==> src/hw/rtl/assert_macros.svh <==
// assertion macros for the rtl folder
`ifndef ASSERT_MACROS_SVH
`define ASSERT_MACROS_SVH
`ifndef ASSERT_OFF
`define ASSERT_IMPLIES(label, clk, rst_n, pre, post) \
    label: assert property (@(posedge clk) disable iff (!rst_n) (pre) |-> (post)) \
    else $error("assertion failed");
`define ASSERT_NEXT(label, clk, rst_n, pre, post) \
    label: assert property (@(posedge clk) disable iff (!rst_n) (pre) |=> (post)) \
    else $error("assertion failed");
`else
`define ASSERT_IMPLIES(label, clk, rst_n, pre, post)
`define ASSERT_NEXT(label, clk, rst_n, pre, post)
`endif
`endif

==> src/hw/rtl/hbwe_pkg.sv <==
// package: types and constants for the hermite basis weight evaluator
`timescale 1ns / 1ps
`default_nettype none
package hbwe_pkg;
    localparam int MAX_POINTS_DEF = 64;
    localparam int FRAC_BITS_DEF = 16;
    localparam int IDX_W = 6;
    localparam int COORD_W = 17;
    localparam logic MODE_LOAD = 1'b0;
    localparam logic MODE_EVAL = 1'b1;

    typedef struct packed {
        logic               mode;
        logic [IDX_W-1:0]   point_index;
        logic [COORD_W-1:0] coordinate;
    } hbwe_req_t;

    typedef struct packed {
        logic [IDX_W-1:0]   first_index;
        logic [COORD_W-1:0] first_weight;
        logic [IDX_W-1:0]   second_index;
        logic [COORD_W-1:0] second_weight;
        logic [1:0]         weight_count;
    } hbwe_rsp_t;
endpackage
`default_nettype wire

==> src/hw/rtl/hermite_basis_weight_evaluator.sv <==
// hermite basis weight evaluator: grid table, scan, serial divide, cubic hat
// usage:
//   req channel (req_valid/req_ready) carries one request: mode 0 loads
//   coordinate into grid slot point_index and sets the point count to index
//   plus one; mode 1 evaluates the hat basis at coordinate.
//   rsp channel (rsp_valid/rsp_ready) returns one result per evaluate request,
//   none per load; pairs that carry no weight read as zero.
// sequence:
//   load: written when the request is taken. evaluate: read the first point,
//   then scan further points (one ram read each), fetch the left neighbor,
//   run the restoring divider, compute the hat on the shared multiplier
//   per weight (two weights between points), then load the result register.
//   one request at a time.
// reset:
//   the point count clears; grid entries are undefined until loaded.
// stall:
//   a held result waits in the output register; the next request is taken
//   only after the result is accepted.
`timescale 1ns / 1ps
`default_nettype none
`include "assert_macros.svh"
module hermite_basis_weight_evaluator #(
    parameter int MAX_POINTS = hbwe_pkg::MAX_POINTS_DEF,
    parameter int FRAC_BITS  = hbwe_pkg::FRAC_BITS_DEF
) (
    input  wire logic              clk,
    input  wire logic              rst_n,
    input  wire logic              req_valid,
    output logic                   req_ready,
    input  wire hbwe_pkg::hbwe_req_t req,
    output logic                   rsp_valid,
    input  wire logic              rsp_ready,
    output hbwe_pkg::hbwe_rsp_t    rsp
);
    import hbwe_pkg::*;

    localparam int AW = (MAX_POINTS > 1) ? $clog2(MAX_POINTS) : 1;
    localparam int CW = $clog2(MAX_POINTS + 1);
    localparam int VW = FRAC_BITS + 1;
    localparam int DW = 2 * FRAC_BITS + 2;
    localparam int PW = 2 * VW + 2;
    localparam int DIV_N = FRAC_BITS + VW;
    localparam int DCW = $clog2(DIV_N + 1);
    localparam logic [VW-1:0] ONE = VW'(1) << FRAC_BITS;

    typedef enum logic [4:0] {
        S_IDLE, S_RD0, S_WT0, S_CHK0, S_RD, S_WT, S_CHK, S_RDP, S_WTP, S_GOTP,
        S_DIV, S_H0, S_H1, S_H2, S_H3, S_H4, S_OUT
    } state_t;

    state_t state_reg;
    logic [CW-1:0] count_reg;
    logic [CW-1:0] i_reg;
    logic [VW-1:0] e_reg, xi_reg, u_reg, u2_reg;
    logic [VW:0]   w_reg;
    logic [DW-1:0] rem_reg;
    logic [DW-1:0] num_reg;
    logic [VW-1:0] den_reg;
    logic [VW:0]   q_reg;
    logic [DCW-1:0] dcnt_reg;
    logic [PW-1:0] prod_reg;
    logic          pass_reg;
    logic [1:0]    kind_reg;
    logic [AW-1:0] ia_reg, ib_reg;
    hbwe_rsp_t     rsp_reg;
    logic          rsp_valid_reg;

    logic          we;
    logic [AW-1:0] addr;
    logic [VW-1:0] rdata;
    logic [VW-1:0] e_in;
    logic [VW-1:0] mul_a;
    logic [VW:0]   mul_b;
    logic [PW-1:0] mul_p;
    logic [DW-1:0] rem_sh;
    logic [VW:0]   qsat;
    logic [VW-1:0] hval;

    assign e_in = (req.coordinate > COORD_W'(ONE)) ? ONE : VW'(req.coordinate);
    assign req_ready = (state_reg == S_IDLE) && !rsp_valid_reg;
    assign we = req_valid && req_ready && (req.mode == MODE_LOAD)
        && ({26'd0, req.point_index} < 32'(MAX_POINTS));
    assign addr = (state_reg == S_IDLE) ? AW'(req.point_index) : AW'(i_reg);

    hbwe_ram #(.WIDTH(VW), .DEPTH(1 << AW)) u_ram (
        .clk  (clk),
        .we   (we),
        .addr (addr),
        .wdata(e_in),
        .rdata(rdata)
    );

    assign mul_p = PW'(mul_a) * PW'(mul_b);
    always_comb
    begin
        case (state_reg)
            S_H3:
            begin
                mul_a = u2_reg;
                mul_b = w_reg;
            end
            default:
            begin
                mul_a = u_reg;
                mul_b = {1'b0, u_reg};
            end
        endcase
    end
    assign rem_sh = {rem_reg[DW-2:0], num_reg[DW-1]};
    assign qsat = (q_reg > {1'b0, ONE}) ? {1'b0, ONE} : q_reg;
    assign hval = (prod_reg > PW'(ONE)) ? VW'(0) : VW'(ONE - VW'(prod_reg));

    always_ff @(posedge clk or negedge rst_n)
    begin
        if (!rst_n)
        begin
            state_reg <= S_IDLE;
            count_reg <= '0;
            rsp_valid_reg <= 1'b0;
        end
        else
        begin
            if (rsp_valid_reg && rsp_ready)
            begin
                rsp_valid_reg <= 1'b0;
            end
            case (state_reg)
                S_IDLE:
                begin
                    if (req_valid && req_ready)
                    begin
                        e_reg <= e_in;
                        if (req.mode == MODE_LOAD)
                        begin
                            if (we)
                            begin
                                count_reg <= CW'(req.point_index) + CW'(1);
                            end
                        end
                        else
                        begin
                            rsp_reg <= '0;
                            i_reg <= '0;
                            if (count_reg == '0)
                            begin
                                state_reg <= S_OUT;
                            end
                            else
                            begin
                                state_reg <= S_RD0;
                            end
                        end
                    end
                end
                S_RD0: state_reg <= S_WT0;
                S_WT0: state_reg <= S_CHK0;
                S_CHK0:
                begin
                    if (e_reg == '0 && rdata == '0)
                    begin
                        rsp_reg.first_weight <= COORD_W'(ONE);
                        rsp_reg.weight_count <= 2'd1;
                        state_reg <= S_OUT;
                    end
                    else if (e_reg <= rdata)
                    begin
                        if (rdata == '0)
                        begin
                            state_reg <= S_OUT;
                        end
                        else
                        begin
                            kind_reg <= 2'd0;
                            num_reg <= DW'(e_reg) << FRAC_BITS;
                            den_reg <= rdata;
                            rem_reg <= '0;
                            q_reg <= '0;
                            dcnt_reg <= '0;
                            state_reg <= S_DIV;
                        end
                    end
                    else
                    begin
                        i_reg <= CW'(1);
                        kind_reg <= 2'd2;
                        state_reg <= S_RD;
                    end
                end
                S_RD:
                begin
                    if (i_reg >= count_reg)
                    begin
                        i_reg <= count_reg - CW'(1);
                        state_reg <= S_RDP;
                    end
                    else
                    begin
                        state_reg <= S_WT;
                    end
                end
                S_WT: state_reg <= S_CHK;
                S_CHK:
                begin
                    if (e_reg <= rdata)
                    begin
                        xi_reg <= rdata;
                        i_reg <= i_reg - CW'(1);
                        state_reg <= S_RDP;
                        kind_reg <= 2'd1;
                    end
                    else
                    begin
                        i_reg <= i_reg + CW'(1);
                        state_reg <= S_RD;
                        kind_reg <= 2'd2;
                    end
                end
                S_RDP: state_reg <= S_WTP;
                S_WTP: state_reg <= S_GOTP;
                S_GOTP:
                begin
                    rem_reg <= '0;
                    q_reg <= '0;
                    dcnt_reg <= '0;
                    ia_reg <= AW'(i_reg);
                    ib_reg <= AW'(i_reg + CW'(1));
                    num_reg <= DW'(e_reg - rdata) << FRAC_BITS;
                    if (kind_reg == 2'd1)
                    begin
                        den_reg <= xi_reg - rdata;
                        state_reg <= S_DIV;
                    end
                    else if (rdata < ONE && e_reg > rdata)
                    begin
                        den_reg <= ONE - rdata;
                        state_reg <= S_DIV;
                    end
                    else
                    begin
                        state_reg <= S_OUT;
                    end
                end
                S_DIV:
                begin
                    num_reg <= {num_reg[DW-2:0], 1'b0};
                    if (rem_sh >= DW'(den_reg))
                    begin
                        rem_reg <= rem_sh - DW'(den_reg);
                    end
                    else
                    begin
                        rem_reg <= rem_sh;
                    end
                    if (q_reg[VW])
                    begin
                        q_reg <= {1'b1, {VW{1'b0}}};
                    end
                    else
                    begin
                        q_reg <= {q_reg[VW-1:0], rem_sh >= DW'(den_reg)};
                    end
                    dcnt_reg <= dcnt_reg + DCW'(1);
                    if (dcnt_reg == DCW'(DW - 1))
                    begin
                        state_reg <= S_H0;
                        pass_reg <= 1'b0;
                    end
                end
                S_H0:
                begin
                    if (kind_reg == 2'd0 || (kind_reg == 2'd1 && pass_reg))
                    begin
                        u_reg <= ONE - VW'(qsat);
                    end
                    else
                    begin
                        u_reg <= VW'(qsat);
                    end
                    state_reg <= S_H1;
                end
                S_H1: state_reg <= S_H2;
                S_H2:
                begin
                    state_reg <= S_H3;
                end
                S_H3: state_reg <= S_H4;
                S_H4:
                begin
                    if (hval != '0)
                    begin
                        if (rsp_reg.weight_count == 2'd0)
                        begin
                            rsp_reg.first_index <= IDX_W'(pass_reg ? ib_reg :
                                (kind_reg == 2'd0 ? AW'(0) : ia_reg));
                            rsp_reg.first_weight <= COORD_W'(hval);
                        end
                        else
                        begin
                            rsp_reg.second_index <= IDX_W'(ib_reg);
                            rsp_reg.second_weight <= COORD_W'(hval);
                        end
                        rsp_reg.weight_count <= rsp_reg.weight_count + 2'd1;
                    end
                    if (kind_reg == 2'd1 && !pass_reg)
                    begin
                        pass_reg <= 1'b1;
                        state_reg <= S_H0;
                    end
                    else
                    begin
                        state_reg <= S_OUT;
                    end
                end
                S_OUT:
                begin
                    rsp_valid_reg <= 1'b1;
                    state_reg <= S_IDLE;
                end
                default: state_reg <= S_IDLE;
            endcase
        end
    end

    // hat pipeline on the shared multiplier: u*u, then u2*(3-2u)
    always_ff @(posedge clk)
    begin
        case (state_reg)
            S_H1: u2_reg <= VW'(mul_p >> FRAC_BITS);
            S_H2: w_reg <= {ONE, 1'b0} + {1'b0, ONE} - {u_reg, 1'b0};
            S_H3: prod_reg <= mul_p >> FRAC_BITS;
            default: ;
        endcase
    end

    assign rsp_valid = rsp_valid_reg;
    assign rsp = rsp_reg;

    `ASSERT_IMPLIES(a_ready_idle, clk, rst_n, req_ready, state_reg == S_IDLE)
    `ASSERT_IMPLIES(a_cnt_le2, clk, rst_n, rsp_valid, rsp.weight_count != 2'd3)
    `ASSERT_NEXT(a_hold, clk, rst_n, rsp_valid && !rsp_ready, rsp_valid && $stable(rsp))
endmodule
`default_nettype wire

==> src/hw/rtl/hbwe_ram.sv <==
// generic single port ram with registered read
`timescale 1ns / 1ps
`default_nettype none
module hbwe_ram #(
    parameter int WIDTH = 17,
    parameter int DEPTH = 64
) (
    input  wire logic                     clk,
    input  wire logic                     we,
    input  wire logic [$clog2(DEPTH)-1:0] addr,
    input  wire logic [WIDTH-1:0]         wdata,
    output logic      [WIDTH-1:0]         rdata
);
    logic [WIDTH-1:0] mem [DEPTH];

    always_ff @(posedge clk)
    begin
        if (we)
        begin
            mem[addr] <= wdata;
        end
        rdata <= mem[addr];
    end
endmodule
`default_nettype wire
==> config.mk <==
export PLATFORM = sky130hd
export DESIGN_NAME = hermite_basis_weight_evaluator
export DESIGN_NICKNAME = d
export VERILOG_FILES = /design/src/hw/rtl/hbwe_pkg.sv /design/src/hw/rtl/hermite_basis_weight_evaluator.sv /design/src/hw/rtl/hbwe_ram.sv
export VERILOG_INCLUDE_DIRS = /design/src /design/src/hw/rtl
export SDC_FILE = /design/constraint.sdc
export NUM_CORES = 2
export LEC_CHECK = 0
export ABC_AREA = 1
export BUFFER_PORTS_ARGS = -buffer_cell sky130_fd_sc_hd__buf_2
export CAP_MARGIN = 20
export CORE_MARGIN = 3
export CORE_UTILIZATION = 40
export CTS_CLUSTER_SIZE = 10
export DETAILED_ROUTE_END_ITERATION = 8
export PLACE_DENSITY = 0.56
export SYNTH_ARGS = -nofsm -noshare
export SYNTH_HDL_FRONTEND = slang
export SYNTH_SLANG_ARGS = --single-unit
==> constraint.sdc <==
create_clock -name clk -period 13.6 [get_ports clk]
set_input_delay 2.72 -clock clk [delete_from_list [all_inputs] [get_ports clk]]
set_output_delay 2.72 -clock clk [all_outputs]
set_load 0.01 [all_outputs]
Word-level counts from Yosys, hierarchy flattened
Memory sizes are Yosys's and may differ from the RTL's. A register that Yosys moved wholly into a read port is not among the register bits.
Index checks and enable logic that the tools add are counted.
{"block": "op_classes", "n_eq_ne": 33, "multipliers": 1, "n_lt_le_gt_ge": 8, "add_sub_neg": 13, "muxes": 76, "reduce_logical": 41, "bitwise_logic": 1}
{"operator": "$mux W17", "count": 11}
{"operator": "$mux W48", "count": 3}
{"operator": "$mux W33", "count": 4}
{"operator": "$mux W34", "count": 3}
{"operator": "$pmux W34 S3", "count": 1}
{"operator": "$pmux W33 S3", "count": 1}
{"operator": "$mux W18", "count": 5}
{"operator": "$pmux W5 S16", "count": 1}
{"operator": "$pmux W18 S3", "count": 1}
{"operator": "$pmux W17 S3", "count": 1}
{"operator": "$sub A17 B17 Y17 const A", "count": 3}
{"operator": "$mux W5", "count": 10}
{"operator": "$mux W23", "count": 2}
{"operator": "$pmux W23 S2", "count": 1}
{"operator": "$mux W7", "count": 6}
{"operator": "$eq A5 B4 Y1 const B", "count": 8}
{"operator": "$mux W6", "count": 6}
{"operator": "$mul A17 B18 Y35", "count": 1}
{"operator": "$ge A34 B17 Y1", "count": 1}
{"operator": "$logic_not A17 Y1", "count": 2}
{"operator": "$pmux W17 S2", "count": 1}
{"operator": "$sub A33 B17 Y33", "count": 1}
{"operator": "$pmux W7 S4", "count": 1}
{"operator": "$ne A2 B2 Y1 const B", "count": 12}
{"operator": "47 further kinds", "count": 87}
{"block": "totals", "input_bits": 28, "reg_bits": 296, "ram_bits": 1088, "memories": 1, "wordCells": 198}
{"memory": "u_ram.mem", "words": 64, "width": 17, "rd": 1, "rd_ports_with_merged_regs": 1, "wr": 1, "line": "hbwe_ram.sv:14", "rtl": "logic [WIDTH-1:0] mem [DEPTH];"}

Logic depth before layout (Yosys ltp)
{"block": "depth", "word_depth": 6, "ltp_mapped": 34, "ltp_nobuf": 32}

Hierarchy
From an unflattened synthesis, not the netlist that was laid out.
{"block": "hier_totals", "hier_cells": 7757, "area_unflattened_um2": 73401.6}
{"module": "hbwe_ram", "area_per_inst_um2": 46508.4, "instances": 1, "seq_area_each_um2": 33011.7, "cells_per_inst": 4519}
{"module": "hermite_basis_weight_evaluator", "area_per_inst_um2": 26893.3, "instances": 1, "seq_area_each_um2": 8313.0, "cells_per_inst": 3238}

Worst setup path before layout
No wires, ideal clock.
{"block": "synth_path", "path_kind": "input-to-reg", "from": "input rst_n", "to": "register dcnt_reg[0] (enable)", "arrival_ps": 5953, "cell_stages": 2, "setup_slack_ps": 7138, "n_path_buf": 0, "path_cell_list": "o21ai_0 > nor2_1"}
{"block": "synth_via", "elab_chain_cells": 1}
{"item": "start: declaration", "line": "hermite_basis_weight_evaluator.sv:27", "rtl": "input wire logic rst_n,"}
{"item": "$reduce_and A5 Y1 (no source line)"}
{"item": "end signal: assignment", "line": "hermite_basis_weight_evaluator.sv:262", "rtl": "dcnt_reg <= dcnt_reg + DCW'(1);"}
{"item": "end: declaration", "line": "hermite_basis_weight_evaluator.sv:60", "rtl": "logic [DCW-1:0] dcnt_reg;"}
Every way passes these cells.
A chain may end at the register's enable or synchronous reset.

Worst setup path in the final report
{"block": "layout_path", "from": "register state_reg[4]", "to": "register u2_reg[3] (data pin)"}
{"block": "layout_via", "elab_chain_cells": 3, "word_cells_on_any_way": 4, "cone_classes": "1 x mul; 1 x eq/ne; 2 x mux"}
{"item": "start: declaration", "line": "hermite_basis_weight_evaluator.sv:51", "rtl": "state_t state_reg;"}
{"item": "start signal: assignment", "line": "hermite_basis_weight_evaluator.sv:117", "rtl": "state_reg <= S_IDLE;"}
{"item": "start signal: assignment", "line": "hermite_basis_weight_evaluator.sv:146", "rtl": "state_reg <= S_OUT;"}
{"item": "start signal: assignment", "line": "hermite_basis_weight_evaluator.sv:150", "rtl": "state_reg <= S_RD0;"}
{"item": "$eq A5 B4 Y1 (*)", "line": "hermite_basis_weight_evaluator.sv:96", "rtl": "case (state_reg)"}
{"item": "$mux W17 or $mux W18 (tied branches)", "line": "hermite_basis_weight_evaluator.sv:96"}
{"item": "$mul A17 B18 Y35 (*)", "line": "hermite_basis_weight_evaluator.sv:93", "rtl": "assign mul_p = PW'(mul_a) * PW'(mul_b);"}
{"item": "net mul_p[19]", "line": "hermite_basis_weight_evaluator.sv:74", "rtl": "logic [PW-1:0] mul_p;"}
{"item": "end signal: assignment", "line": "hermite_basis_weight_evaluator.sv:328", "rtl": "S_H1: u2_reg <= VW'(mul_p >> FRAC_BITS);"}
{"item": "end: declaration", "line": "hermite_basis_weight_evaluator.sv:54", "rtl": "logic [VW-1:0] e_reg, xi_reg, u_reg, u2_reg;"}
Mark *: on every way through the listed nets, which the timed path passes. The rest lies on a longest branch.

==> reports/results.tsv <==
metric	value	unit
synth_top_area_cell	edfxtp_1	
ys_async_sr_fraction	0.00939	
ys_warn_count	0	
critical_path.max_fanout	50	
fillers	17000	
drc	0	
root_buffer	clkbuf_16	
synth.ff_latch_count	1384	
wire_per_inst	20.8	um
gp_congestion	0.913	
timing.critical_path.mode_cell	fa_1	
slowest_delay	0.56	ns
tightestPinTransition	1.09	ns
synth_adder_area_share	0.0967	
synth.distinct_cells	53	
grt_pass1_vias	50600	
fp-row-count	155	
port_buffers	77	
syn_to_final_growth	11.2	%
cts_tree	built	
synth_edf_count	1354	
overflow	0	
die_w	432	um
synth_mux_area_frac	0	
num_antenna_cells	0	
skew	0.0566	ns
finalCritPeriodShare	0.614	
slowest_stage	buf_4	
postCtsHoldBufs	0	
yosys.area_share.simple	0.241	
synth-xor-area-share	0.0101	
core-area	180000	sq um
finalSetupTns	0	ns
clkLatencyLatePin	0.79	ns
synth_compound_area_frac	0.0322	
synth_area	72700	sq um
die_area	187000	sq um
largest_reg_flops	1088	
startpoint_type	flop	
cts.clk_slew.worst_paths	0.06	ns
io_pins	78	
period_needed	8.34	ns
setup_violations	0	
cp.required	14.19	ns
worstSetupEndpointType	flop	
cp.arrival	8.93	ns
hold_class	flop to flop	
outcome	complete, no violations	
yosysMostFrequentCell	nand2_1	
syn-instance-count	7753	
max_freq	120	MHz
clockBufferDepth	3	
start_util	0.405	
cts.repair.resized	0	
grt_use_total	0.227	
yosysSeqAreaShare	0.568	
final_cells	10300	
synth-main-ff-cell	edfxtp_1	
rsz0062_at_grt	no	
grt_pass1_wl	321000	um
yosys-top-cells-area	edfxtp_1, nand2_1, fa_1	
die_height	432	um
cts_buffers	162	
dp.cells	10100	
drive_above_1_share	0.0628	
slew_headroom	0.274	
dr.pass1.iters	5	
dp_hpwl	137000	um
synth_top_family_by_area	simple AND/OR/NAND/NOR gates	
slew_violations	0	
cts_max_level	4	
drt_iter0_markers	4595	
ys_top_cells_by_count	nand2_1, edfxtp_1, inv_1	
critPathKind	flop to flop	
yosysTopAreaCellShare	0.559	
via_per_inst	5.07	
avgSynthCellArea	9.38	sq um
final_nets	8308	
fin_util	0.450	
maxCapViolCount	0	
post_cts_buffers	0	
finalHoldViolCount	0	
ant_nets	0	
numClockSinks	1384	
routed_wl	214000	um
ff2ff_setup_slack	5.26	ns
antenna_found_initial	6	
via_count	52200	
grt_max_degree	167	
synth_nets	8199	
## logic make-up (layout without fill, tap and decap cells)
| group | after synthesis | in the layout |
|---|---|---|
| and+or+nand+nor | 4524 | 4524 |
| AOI/OAI and AO/OA | 405 | 405 |
| adders and majority gates | 418 | 418 |
| buffers and inverters | 938 | 1111 |
| DFF | 1384 | 1384 |
| xor gates and xnor gates | 84 | 84 |
## per-stage QoR
| stage | hold WS, ns | area, sq um | worst slack [ns] |
|---|---|---|---|
| after floorplan | 0.426 | 72700 | 7.14 |
| after global placement | 0.442 | 76100 | 5.38 |
| after detailed placement | 0.436 | 76200 | 5.26 |
| after CTS | 0.444 | 80800 | 5.29 |
| after global routing | 0.476 | 80800 | 4.61 |
| final | 0.434 | 80800 | 5.26 |
## layer usage
layer  wire length, um  vias up  part of all wire  track usage
met5                 0        -                 0            0
met4              6270        0             0.029       0.0688
met3             11400      283             0.053       0.0287
met2            100000     1391              0.47        0.368
met1             96000    25400              0.45        0.320
li1                  -    25100                 -            -
## worst max-delay path: cells and delay by family, from the launching register on
kind | cells | cell delay [ns]
buffers and inverters | 8 | 1.97
AO/OA/AOI/OAI | 2 | 0.93
flip-flops | 1 | 0.42
XOR/XNOR | 1 | 0.26
adder cells (fa/ha/maj) | 7 | 3.33
AND/OR/NAND/NOR | 8 | 1.25
## path summary, 6_finish.rpt
check / from / end / cells past startpoint
worst min register to register: u_reg[0]$_DFFE_PP_ / w_reg[1]$_DFFE_PP_ / 0
worst max-delay path: state_reg[4]$_DFFE_PN0P_ / u2_reg[3]$_DFFE_PP_ / 26
min in group asynchronous: rst_n / count_reg[1]$_DFFE_PN0P_ / 1
worst min-delay path: u_reg[0]$_DFFE_PP_ / w_reg[1]$_DFFE_PP_ / 0
worst max register to register: state_reg[4]$_DFFE_PN0P_ / u2_reg[3]$_DFFE_PP_ / 26
max in group asynchronous: rst_n / state_reg[0]$_DFFE_PN0P_ / 1
## placed cells by master (no fill, tap or decap), types with 132 or more instances in the layout
master and n:
nand2_1 3687, edfxtp_1 1354, inv_1 633, nor2_1 551, fa_1 240, ha_1 178, clkbuf_16 163, a21oi_1 152
buf_4 147, nand3_1 132
## cell type report
cell class                 instances  area [sq um]  share of cell area
timing repair buffer             229          1580              0.0196
clock buffer                     198          4240              0.0525
tap                             2355          2950              0.0364
inverter                         654          2470              0.0306
clock inverter                    30           438             0.00542
sequential                      1384         41300               0.511
multi-input combinational       5431         27800               0.344
Power is not shown: default switching activity piles up to over one toggle a cycle in this logic, so the estimate is an artifact.
